<file path="src/rtl/pvc_pkg.sv">
// Shared types, constants and codes of the purge valve controller.
`default_nettype none
package pvc_pkg;

  localparam int unsigned PpmW    = 16;
  localparam int unsigned SecW    = 16;
  localparam int unsigned MsW     = 16;
  localparam int unsigned TimerW  = 26;
  localparam int unsigned CfgIdxW = 2;
  localparam int unsigned CfgDatW = 16;

  localparam logic [TimerW-1:0] TimerMax = {TimerW{1'b1}};
  localparam logic [TimerW-1:0] MsPerSec = TimerW'(1000);
  localparam logic [PpmW-1:0]   HystRst  = PpmW'(200);

  typedef enum logic [1:0] {
    OP_SERVICE = 2'd0,
    OP_START   = 2'd1,
    OP_STOP    = 2'd2,
    OP_READ_TO = 2'd3
  } op_e;

  typedef enum logic [CfgIdxW-1:0] {
    REG_TARGET  = 2'd0,
    REG_TIMEOUT = 2'd1,
    REG_HYST    = 2'd2
  } cfg_reg_e;

  typedef struct packed {
    logic [PpmW-1:0] target_ppm;
    logic [SecW-1:0] timeout_sec;
    logic [PpmW-1:0] hysteresis_ppm;
  } cfg_t;

  typedef struct packed {
    logic              run_enabled;
    logic              target_reached;
    logic              valve_state;
    logic              timeout_flag;
    logic [TimerW-1:0] run_timer_ms;
  } state_t;

  typedef struct packed {
    logic valve_is_open;
    logic still_purging;
    logic timeout_seen;
  } result_t;

endpackage
`default_nettype wire

</file>
<file path="src/rtl/pvc_if.sv">
// Handshake channel interfaces of the purge valve controller.
`default_nettype none
interface pvc_in_if;
  logic                         valid;
  logic                         ready;
  pvc_pkg::op_e                 op;
  logic [pvc_pkg::PpmW-1:0]     oxygen_ppm;
  logic [pvc_pkg::MsW-1:0]      elapsed_ms;

  modport source (output valid, output op, output oxygen_ppm, output elapsed_ms,
                  input ready);
  modport sink (input valid, input op, input oxygen_ppm, input elapsed_ms,
                output ready);
endinterface

interface pvc_out_if;
  logic valid;
  logic ready;
  logic valve_is_open;
  logic still_purging;
  logic timeout_seen;

  modport source (output valid, output valve_is_open, output still_purging,
                  output timeout_seen, input ready);
  modport sink (input valid, input valve_is_open, input still_purging,
                input timeout_seen, output ready);
endinterface

interface pvc_cfg_if;
  logic                          valid;
  logic                          ready;
  logic [pvc_pkg::CfgIdxW-1:0]   index;
  logic [pvc_pkg::CfgDatW-1:0]   data;

  modport source (output valid, output index, output data, input ready);
  modport sink (input valid, input index, input data, output ready);
endinterface
`default_nettype wire

</file>
<file path="src/rtl/purge_valve_controller.sv">
// Top level of the purge valve controller: input stage, state and result register.
//
//  channel | direction | beat carries
//  in_ch   | in        | op, oxygen_ppm, elapsed_ms
//  out_ch  | out       | valve_is_open, still_purging, timeout_seen
//  cfg_ch  | in        | index, data (0 target, 1 timeout, 2 hysteresis)
//
// One item per cycle unless out_ch stalls; input register, then result register.
// The input register feeds the update logic, which writes the state and the
// result register in the same cycle, so consecutive items chain through the state.
// Reset clears state, cfg registers (hysteresis to 200) and both valid bits.
// A stalled result holds its register; the input stage keeps accepting while
// the result register is free or being drained in the same cycle.
`default_nettype none
module purge_valve_controller (
  input  logic       clk_i,
  input  logic       rst_ni,
  pvc_in_if.sink     in_ch,
  pvc_out_if.source  out_ch,
  pvc_cfg_if.sink    cfg_ch
);

  pvc_pkg::cfg_t    cfg_q;
  pvc_pkg::state_t  state_q;
  pvc_pkg::state_t  state_d;
  pvc_pkg::result_t res_q;
  pvc_pkg::result_t res_d;

  logic                       in_valid_q;
  pvc_pkg::op_e               op_q;
  logic [pvc_pkg::PpmW-1:0]   o2_q;
  logic [pvc_pkg::MsW-1:0]    el_q;
  logic                       out_valid_q;
  logic                       out_free;
  logic                       adv;
  logic                       in_fire;

  assign out_free     = ~out_valid_q | out_ch.ready;
  assign adv          = in_valid_q & out_free;
  assign in_ch.ready  = ~in_valid_q | out_free;
  assign in_fire      = in_ch.valid & in_ch.ready;
  assign cfg_ch.ready = 1'b1;

  always_ff @(posedge clk_i or negedge rst_ni) begin
    if (!rst_ni) begin
      cfg_q.target_ppm     <= '0;
      cfg_q.timeout_sec    <= '0;
      cfg_q.hysteresis_ppm <= pvc_pkg::HystRst;
    end else if (cfg_ch.valid) begin
      case (cfg_ch.index)
        pvc_pkg::REG_TARGET:  cfg_q.target_ppm     <= cfg_ch.data;
        pvc_pkg::REG_TIMEOUT: cfg_q.timeout_sec    <= cfg_ch.data;
        pvc_pkg::REG_HYST:    cfg_q.hysteresis_ppm <= cfg_ch.data;
        default: begin
        end
      endcase
    end
  end

  always_ff @(posedge clk_i or negedge rst_ni) begin
    if (!rst_ni) begin
      in_valid_q <= 1'b0;
    end else if (in_ch.ready) begin
      in_valid_q <= in_ch.valid;
    end
  end

  always_ff @(posedge clk_i) begin
    if (in_fire) begin
      op_q <= in_ch.op;
      o2_q <= in_ch.oxygen_ppm;
      el_q <= in_ch.elapsed_ms;
    end
  end

  pvc_step u_step (
    .state_i      (state_q),
    .cfg_i        (cfg_q),
    .op_i         (op_q),
    .oxygen_ppm_i (o2_q),
    .elapsed_ms_i (el_q),
    .state_o      (state_d),
    .result_o     (res_d)
  );

  always_ff @(posedge clk_i or negedge rst_ni) begin
    if (!rst_ni) begin
      state_q     <= '0;
      out_valid_q <= 1'b0;
    end else begin
      if (adv) begin
        state_q <= state_d;
      end
      if (out_free) begin
        out_valid_q <= in_valid_q;
      end
    end
  end

  always_ff @(posedge clk_i) begin
    if (adv) begin
      res_q <= res_d;
    end
  end

  assign out_ch.valid         = out_valid_q;
  assign out_ch.valve_is_open = res_q.valve_is_open;
  assign out_ch.still_purging = res_q.still_purging;
  assign out_ch.timeout_seen  = res_q.timeout_seen;

  // A timeout always stops the purge, and only a start re-enables it after
  // clearing the flag.
  assert property (@(posedge clk_i) disable iff (!rst_ni)
    !(state_q.run_enabled && state_q.timeout_flag))
    else $error("purge enabled while timeout flag set");

  assert property (@(posedge clk_i) disable iff (!rst_ni)
    state_q.target_reached |-> state_q.run_enabled)
    else $error("target reached without a running purge");

  assert property (@(posedge clk_i) disable iff (!rst_ni)
    !adv |=> $stable(state_q))
    else $error("state changed without an item being processed");

  assert property (@(posedge clk_i) disable iff (!rst_ni)
    $rose(out_valid_q) |-> $past(in_valid_q))
    else $error("result appeared without an item in the input stage");

  assert property (@(posedge clk_i) disable iff (!rst_ni)
    (out_valid_q && !out_ch.ready && in_valid_q) |-> !in_ch.ready)
    else $error("input stage overwritten while full and stalled");

endmodule
`default_nettype wire

</file>
<file path="src/rtl/pvc_step.sv">
// Next-state and result logic for one controller item.
`default_nettype none
module pvc_step (
  input  pvc_pkg::state_t                state_i,
  input  pvc_pkg::cfg_t                  cfg_i,
  input  pvc_pkg::op_e                   op_i,
  input  logic [pvc_pkg::PpmW-1:0]       oxygen_ppm_i,
  input  logic [pvc_pkg::MsW-1:0]        elapsed_ms_i,
  output pvc_pkg::state_t                state_o,
  output pvc_pkg::result_t               result_o
);

  logic [pvc_pkg::TimerW:0]   timer_sum;
  logic [pvc_pkg::TimerW-1:0] timer_sat;
  logic [pvc_pkg::TimerW-1:0] limit_ms;
  logic [pvc_pkg::PpmW-1:0]   upper_ppm;
  logic                       at_target;
  logic                       expired;
  logic                       seen;

  assign timer_sum = {1'b0, state_i.run_timer_ms} + (pvc_pkg::TimerW+1)'(elapsed_ms_i);
  assign timer_sat = (timer_sum > {1'b0, pvc_pkg::TimerMax}) ? pvc_pkg::TimerMax
                                                              : timer_sum[pvc_pkg::TimerW-1:0];

  // 65535 s in milliseconds still fits the 26-bit timer.
  assign limit_ms  = pvc_pkg::TimerW'(cfg_i.timeout_sec) * pvc_pkg::MsPerSec;
  assign upper_ppm = cfg_i.target_ppm + cfg_i.hysteresis_ppm;
  assign at_target = oxygen_ppm_i <= cfg_i.target_ppm;
  assign expired   = (cfg_i.timeout_sec != '0) && (timer_sat >= limit_ms);

  always_comb begin
    state_o              = state_i;
    state_o.run_timer_ms = timer_sat;
    seen                 = state_i.timeout_flag;
    case (op_i)
      pvc_pkg::OP_SERVICE: begin
        if (state_i.run_enabled && (cfg_i.target_ppm != '0)) begin
          if (!state_i.target_reached) begin
            if (at_target) begin
              state_o.target_reached = 1'b1;
              state_o.valve_state    = 1'b0;
            end else if (expired) begin
              state_o.timeout_flag = 1'b1;
              state_o.run_enabled  = 1'b0;
              state_o.valve_state  = 1'b0;
            end
          end else if (!state_i.valve_state && (oxygen_ppm_i > upper_ppm)) begin
            state_o.valve_state = 1'b1;
          end else if (state_i.valve_state && at_target) begin
            state_o.valve_state = 1'b0;
          end
        end
        seen = state_o.timeout_flag;
      end
      pvc_pkg::OP_START: begin
        state_o.run_enabled    = 1'b1;
        state_o.target_reached = 1'b0;
        state_o.timeout_flag   = 1'b0;
        state_o.run_timer_ms   = '0;
        state_o.valve_state    = 1'b1;
        seen                   = 1'b0;
      end
      pvc_pkg::OP_STOP: begin
        state_o.run_enabled    = 1'b0;
        state_o.target_reached = 1'b0;
        state_o.valve_state    = 1'b0;
      end
      pvc_pkg::OP_READ_TO: begin
        state_o.timeout_flag = 1'b0;
      end
      default: begin
        state_o = state_i;
      end
    endcase
  end

  assign result_o.valve_is_open = state_o.valve_state;
  assign result_o.still_purging = state_o.run_enabled & ~state_o.target_reached;
  assign result_o.timeout_seen  = seen;

endmodule
`default_nettype wire
</file>
<file path="src/flat_wrapper.sv">
// flat-port wrapper written by rule: the top's interface ports become plain ports
module purge_valve_controller_flat 
  (clk_i, rst_ni, in_ch_valid, in_ch_op, in_ch_oxygen_ppm, in_ch_elapsed_ms, in_ch_ready, out_ch_valid, out_ch_valve_is_open, out_ch_still_purging, out_ch_timeout_seen, out_ch_ready, cfg_ch_valid, cfg_ch_index, cfg_ch_data, cfg_ch_ready);
  pvc_in_if in_ch_i ();
  pvc_out_if out_ch_i ();
  pvc_cfg_if cfg_ch_i ();
  input  logic clk_i;
  input  logic rst_ni;
  input wire logic [$bits(in_ch_i.valid)-1:0] in_ch_valid;
  input wire logic [$bits(in_ch_i.op)-1:0] in_ch_op;
  input wire logic [$bits(in_ch_i.oxygen_ppm)-1:0] in_ch_oxygen_ppm;
  input wire logic [$bits(in_ch_i.elapsed_ms)-1:0] in_ch_elapsed_ms;
  output wire logic [$bits(in_ch_i.ready)-1:0] in_ch_ready;
  output wire logic [$bits(out_ch_i.valid)-1:0] out_ch_valid;
  output wire logic [$bits(out_ch_i.valve_is_open)-1:0] out_ch_valve_is_open;
  output wire logic [$bits(out_ch_i.still_purging)-1:0] out_ch_still_purging;
  output wire logic [$bits(out_ch_i.timeout_seen)-1:0] out_ch_timeout_seen;
  input wire logic [$bits(out_ch_i.ready)-1:0] out_ch_ready;
  input wire logic [$bits(cfg_ch_i.valid)-1:0] cfg_ch_valid;
  input wire logic [$bits(cfg_ch_i.index)-1:0] cfg_ch_index;
  input wire logic [$bits(cfg_ch_i.data)-1:0] cfg_ch_data;
  output wire logic [$bits(cfg_ch_i.ready)-1:0] cfg_ch_ready;
  assign in_ch_i.valid = in_ch_valid;
  assign in_ch_i.op = in_ch_op;
  assign in_ch_i.oxygen_ppm = in_ch_oxygen_ppm;
  assign in_ch_i.elapsed_ms = in_ch_elapsed_ms;
  assign in_ch_ready = in_ch_i.ready;
  assign out_ch_valid = out_ch_i.valid;
  assign out_ch_valve_is_open = out_ch_i.valve_is_open;
  assign out_ch_still_purging = out_ch_i.still_purging;
  assign out_ch_timeout_seen = out_ch_i.timeout_seen;
  assign out_ch_i.ready = out_ch_ready;
  assign cfg_ch_i.valid = cfg_ch_valid;
  assign cfg_ch_i.index = cfg_ch_index;
  assign cfg_ch_i.data = cfg_ch_data;
  assign cfg_ch_ready = cfg_ch_i.ready;
  purge_valve_controller u_core (.clk_i(clk_i), .rst_ni(rst_ni), .in_ch(in_ch_i), .out_ch(out_ch_i), .cfg_ch(cfg_ch_i));
endmodule
</file>
<file path="config.mk">
export PLATFORM = sky130hd
export DESIGN_NAME = purge_valve_controller_flat
export DESIGN_NICKNAME = d
export VERILOG_FILES = /design/src/rtl/pvc_pkg.sv /design/src/rtl/pvc_if.sv /design/src/rtl/purge_valve_controller.sv /design/src/rtl/pvc_step.sv /design/src/flat_wrapper.sv
export SDC_FILE = /design/constraint.sdc
export NUM_CORES = 1
export LEC_CHECK = 0
export BUFFER_PORTS_ARGS = -buffer_cell sky130_fd_sc_hd__buf_2
export CAP_MARGIN = 40
export CORE_ASPECT_RATIO = 1.4
export CORE_MARGIN = 5
export CORE_UTILIZATION = 52
export DETAILED_ROUTE_END_ITERATION = 10
export PLACE_DENSITY = 0.73
export SETUP_SLACK_MARGIN = 0.02
export SLEW_MARGIN = 20
export SYNTH_ARGS = -nofsm -noshare
export SYNTH_HDL_FRONTEND = slang
export SYNTH_SLANG_ARGS = --single-unit
</file>
<file path="constraint.sdc">
create_clock -name clk_i -period 7 [get_ports clk_i]
set_input_delay 1.75 -clock clk_i [delete_from_list [all_inputs] [get_ports clk_i]]
set_output_delay 1.75 -clock clk_i [all_outputs]
set_load 0.01 [all_outputs]
</file>
Yosys cells after proc, flatten, opt, wreduce, memory -nomap -nowiden
Cells that the tools add are included.
- input port bits: 57
- word-level logic and storage cells: 68
- flip-flop bits (word level): 117
- output and inout bits: 6
- equal/unequal tests: 5
- multipliers: 1
- add/sub/neg operators: 2
- reductions and logical operators: 15
- multiplexer cells: 17
- bitwise gates (word level): 8
- magnitude comparators: 4
- operators with widths (cell ; number):
    $mux 26 ; 2
    $reduce_bool 16->1 ; 2
    $add 26x16->27 ; 1
    $gt 27x26->1 const B ; 1
    $ge 26x26->1 ; 1
    $mul 16x7->23 const B ; 1
    $add 16x16->16 ; 1
    $gt 16x16->1 ; 1
    $le 16x16->1 ; 1
    $mux 1 ; 9
    $pmux 3 s3 ; 1
    $reduce_and 2->1 ; 4
    $eq 2x2->1 const B ; 3
    $eq 2x1->1 const B ; 2
    $logic_and 1x1->1 ; 4
    $logic_not 2->1 ; 2
    $mux 2 ; 2
    $mux 4 ; 1
    $pmux 1 s2 ; 2
    $and 1x1->1 ; 3
    $not 1->1 ; 3
    $or 1x1->1 ; 2
    $reduce_bool 2->1 ; 1
    $reduce_or 2->1 ; 1
    $logic_not 1->1 ; 1

Depth between registers and ports, before layout
- word-level depth: 12
- mapped depth: 25
- mapped depth without buffers: 25

Cells and area by module
A second synthesis with hierarchy kept.
- cell total of the unflattened synthesis: 959
- area total of the unflattened synthesis: 10177.3 um^2
- by module, submodules not included (module ; seq. area each (um^2) ; cells an instance ; area each (um^2) ; instances):
    pvc_step ; 0.0 ; 746 ; 6042.0 ; 1
    purge_valve_controller ; 3116.7 ; 213 ; 4135.2 ; 1

Least setup slack after synthesis
OpenSTA, ideal clock, no wires.
- kind: reg-to-reg
- start point: register u_core.cfg_q[21] (netlist bit)
- end point: register u_core.res_q (netlist bit u_core.out_ch.still_purging), data pin
- stages on the path, launching flop included: 24
- data required time: 6.744 ns
- path slack: 0.490 ns
- clock period less this slack: 6.510 ns
- arrival: 6.254 ns
- setup time: 0.256 ns
- path buffers: 0
- cell sequence: dfrtp_1 inv_1 fa_1 fa_1 fa_1 fa_1 inv_1 ha_1 or3_1 a31o_2 a31o_2 a41oi_1 o21ai_0 or2_2 xnor2_1 ha_1 and4_1 nand3_1 nor3_1 o221ai_1 a41oi_1 a41oi_1 or4_4 a31o_2
- RTL lines (item ; RTL line ; source):
    start: declaration ; purge_valve_controller.sv:23 ; pvc_pkg::cfg_t cfg_q;
    end signal: assignment ; purge_valve_controller.sv:102 ; res_q <= res_d;
    end: declaration ; purge_valve_controller.sv:26 ; pvc_pkg::result_t res_q;

==> results.json <==
{
  "synthCells": 977,
  "cp.arrival_ns": 6.83,
  "path_cells": "inv_2 -> fa_1 -> fa_1 -> fa_1 -> inv_1 -> fa_1 -> ha_1 -> nor3_1 -> o21ai_1 -> a31o_2 -> a31o_2 -> a41oi_2 -> o21ai_0 -> or2_2 -> xnor2_1 -> ha_1 -> and4_1 -> nand3_1 -> nor3_2 -> o221ai_1 -> a41oi_1 -> a41oi_1 -> or4_4 -> a31o_2",
  "drcViolationCount": 0,
  "worstPathRequired_ns": 7.18,
  "num_io_pins": 63,
  "setup_ws_ns": 0.348,
  "drv_slew": 0,
  "cts_tree": "done",
  "gr-usage-all-layers": 0.212,
  "clock-sinks": 117,
  "cp_max_fo": 6,
  "fmax_mhz": 150,
  "grt_pass1_vias": 8109,
  "nets": 1319,
  "netlist_area_sq_mm": 0.00999,
  "hold_path_end": "u_core.state_q[2]",
  "multi_input_area_sq_mm": 0.00646,
  "layout_common_cells": "ha_1, inv_1, dfrtp_1",
  "htreeDepth": 4,
  "worst_path_most_repeated_cell": "fa_1",
  "reg2regPathDepth": 24,
  "syn-num-nets": 1236,
  "r2r-start": "u_core.cfg_q[18]",
  "ys_types": 63,
  "core_area_sq_mm": 0.0191,
  "timing.slew.headroom": 0.472,
  "port-buffer-count": 61,
  "synth_seq_cells": 117,
  "ant_nets": 0,
  "grt_overflow": 0,
  "synth_edf_count": 37,
  "synth-seq-area-share": 0.312,
  "viasPerCell": 5.74,
  "post-route-period-util": 0.950,
  "pre_cts_ws_ns": -0.0150,
  "synth_flop_cell": "dfrtp_1",
  "numPlacedInstances": 1285,
  "r2r-end": "u_core.out_ch.still_purging",
  "wl_met3_microns": 819,
  "hold_viol": 0,
  "worst_clock_skew_ns": 0.00964,
  "clk_latency_ns": 0.42,
  "regArea_sq_mm": 0.00312,
  "antenna_found_initial": 0,
  "grt_max_degree": 45,
  "maxCapViolCount": 0,
  "end_kind": "register",
  "setup_viol": 0,
  "cts_buffers": 17,
  "whs_path_depth": 2,
  "start_util": 0.524,
  "avgSynthCellArea_sq_um": 10.2,
  "fin_cells": 1321,
  "async_reset_ff_frac": 0.684,
  "cp_num_buf_inv": 2,
  "drive_gt1_frac": 0.171,
  "wl_per_cell_microns": 17.2,
  "layout_commonest_cell": "ha_1",
  "clkTransAtPathRegs_ns": 0.06,
  "hpwl_mm": 17.7,
  "top_layer_used": "met4",
  "regToRegSetupSlack_ns": 0.35,
  "min-delay-start": "u_core.state_q[2]",
  "crit_slowest_cell": "fa_1",
  "wl_met1_mm": 8.80,
  "clockBufferDepth": 2,
  "drt_wl_total_mm": 22.7,
  "root_buffer": "clkbuf_16",
  "first_pass_iters": 4,
  "die_y_microns": 174,
  "met2_length_mm": 12.1,
  "diodes": 0,
  "via_count": 7584,
  "grt_pass1_wl_mm": 38.0,
  "critical_path.max_stage_delay_ns": 0.57,
  "area_growth_syn_to_layout_pct": 14.5,
  "setup.worst_path.class": "reg -> reg",
  "nFillCells": 1676,
  "yosysWarnings": 0,
  "tightest_slew_ns": 0.784,
  "hold_path_class": "reg -> reg",
  "first_iter_violations": 380,
  "start_kind": "register",
  "die_w_microns": 127,
  "die_area_sq_mm": 0.0221,
  "status": "completed",
  "gp_congestion": 0.899,
  "post-route-min-period_ns": 6.65,
  "rsz0062_at_grt": "no",
  "num_rows": 60,
  "crit_family": "adder cells"
}
[cells in the mapped netlist (3+ instances only)]
library cell  number  area share
a211oi_1           9      0.0068
a21o_1            24       0.018
a21oi_1           57       0.029
a22o_1            15       0.013
a31o_2             5      0.0044
a31oi_1           10      0.0063
a41oi_1            3      0.0026
and2_1             6      0.0038
and3_1             9      0.0056
and3_4             3      0.0034
clkbuf_1          13      0.0049
dfrtp_1           77        0.19
dfstp_2            3      0.0079
edfxtp_1          37        0.11
fa_1              56        0.11
ha_1             146        0.18
inv_1            108       0.041
mux2_2            33       0.037
nand2_1           73       0.027
nand2b_1          13      0.0081
nand3_1           13      0.0065
nand3b_1           4      0.0030
nand4_1           13      0.0081
nor2_1            33       0.012
nor2b_1            9      0.0056
nor3_1            21       0.011
nor4_1             7      0.0044
o211ai_1           4      0.0030
o21a_1            17       0.013
o21ai_0           49       0.025
o21bai_1           3      0.0023
o31ai_1            4      0.0030
or2_2              9      0.0056
or3_1              5      0.0031
or4_1              3      0.0023
xnor2_1           21       0.018
xor2_1            25       0.022
[sequential cells by signal, indices dropped and copies added, names as in the netlist]
name / flops
u_core.state_q: 30
u_core.out_ch.valve_is_open: 1
u_core.in_valid_q: 1
u_core.out_ch.timeout_seen: 1
u_core.out_ch.still_purging: 1
u_core.out_ch.valid: 1
u_core.op_q: 2
u_core.o2_q: 16
u_core.cfg_q: 48
u_core.el_q: 16
[final cells by class]
type,instances,share of cell area
Clock inverter,14,0.0174
Timing Repair Buffer,78,0.0439
Tap cell,248,0.0271
Sequential cell,117,0.273
Multi-Input combinational cell,737,0.565
Inverter,109,0.0358
Clock buffer,18,0.0384
[kinds of logic after synthesis]
| group | after synthesis | share of synthesized area |
|---|---|---|
| AOI/OAI and AO/OA | 227 | 0.152 |
| other | 1 | 0.000375 |
| DFF | 117 | 0.312 |
| and+or+nand+nor | 228 | 0.116 |
| muxes | 33 | 0.0372 |
| adders and majority gates | 202 | 0.295 |
| xor gates and xnor gates | 46 | 0.0403 |
| buffers and inverters | 123 | 0.0466 |
[layer usage]
layer  global-route usage  vias to the layer above
li1                     -                     3667
met1                0.230                     3698
met2                0.392                      157
met3               0.0381                       62
met4               0.0997                        0
met5                    0                        -
[timing repair]
item                       4_1_cts  5_1_grt
setup endpoints to repair        2        6
hold buffers                     0        0
pin swaps                        0        4
buffers inserted                 0        2
gates resized for setup          1       15
[how the worst max path moves through the flow]
stage                     startpoint                          end  slack [ns]  cells after the start
floorplan           u_core.cfg_q[21]  u_core.out_ch.still_purging        0.49                     23
global placement    u_core.cfg_q[21]  u_core.out_ch.still_purging        0.15                     23
detailed placement  u_core.cfg_q[18]  u_core.out_ch.still_purging       -0.02                     24
CTS                 u_core.cfg_q[18]           u_core.state_q[29]        0.02                     24
global route        u_core.cfg_q[18]           u_core.state_q[29]        0.02                     24
finish              u_core.cfg_q[18]  u_core.out_ch.still_purging        0.35                     24
[metrics by stage]
step / utilization / setup TNS (ns) / instance area [sq um] / hold WS (ns)
after floorplan: - / 0 / 9990 / 0.443
final: 0.600 / 0 / 11400 / 0.476
after CTS: 0.595 / 0 / 11300 / 0.481
after global placement: 0.557 / 0 / 10600 / 0.453
after detailed placement: 0.561 / -0.0282 / 10700 / 0.467
after global routing: 0.600 / 0 / 11400 / 0.508
[worst register-to-register path: cells and delay by family (launching register included)]
kind / cells / cell delay (ns)
simple gates: 6 / 1.53
buf+inv: 2 / 0.14
compound gates: 9 / 1.65
xor+xnor: 1 / 0.13
fa+ha+maj: 6 / 2.55
flops: 1 / 0.44
Power is not shown: default switching activity piles up to over one toggle a cycle in this logic, so the estimate is an artifact.
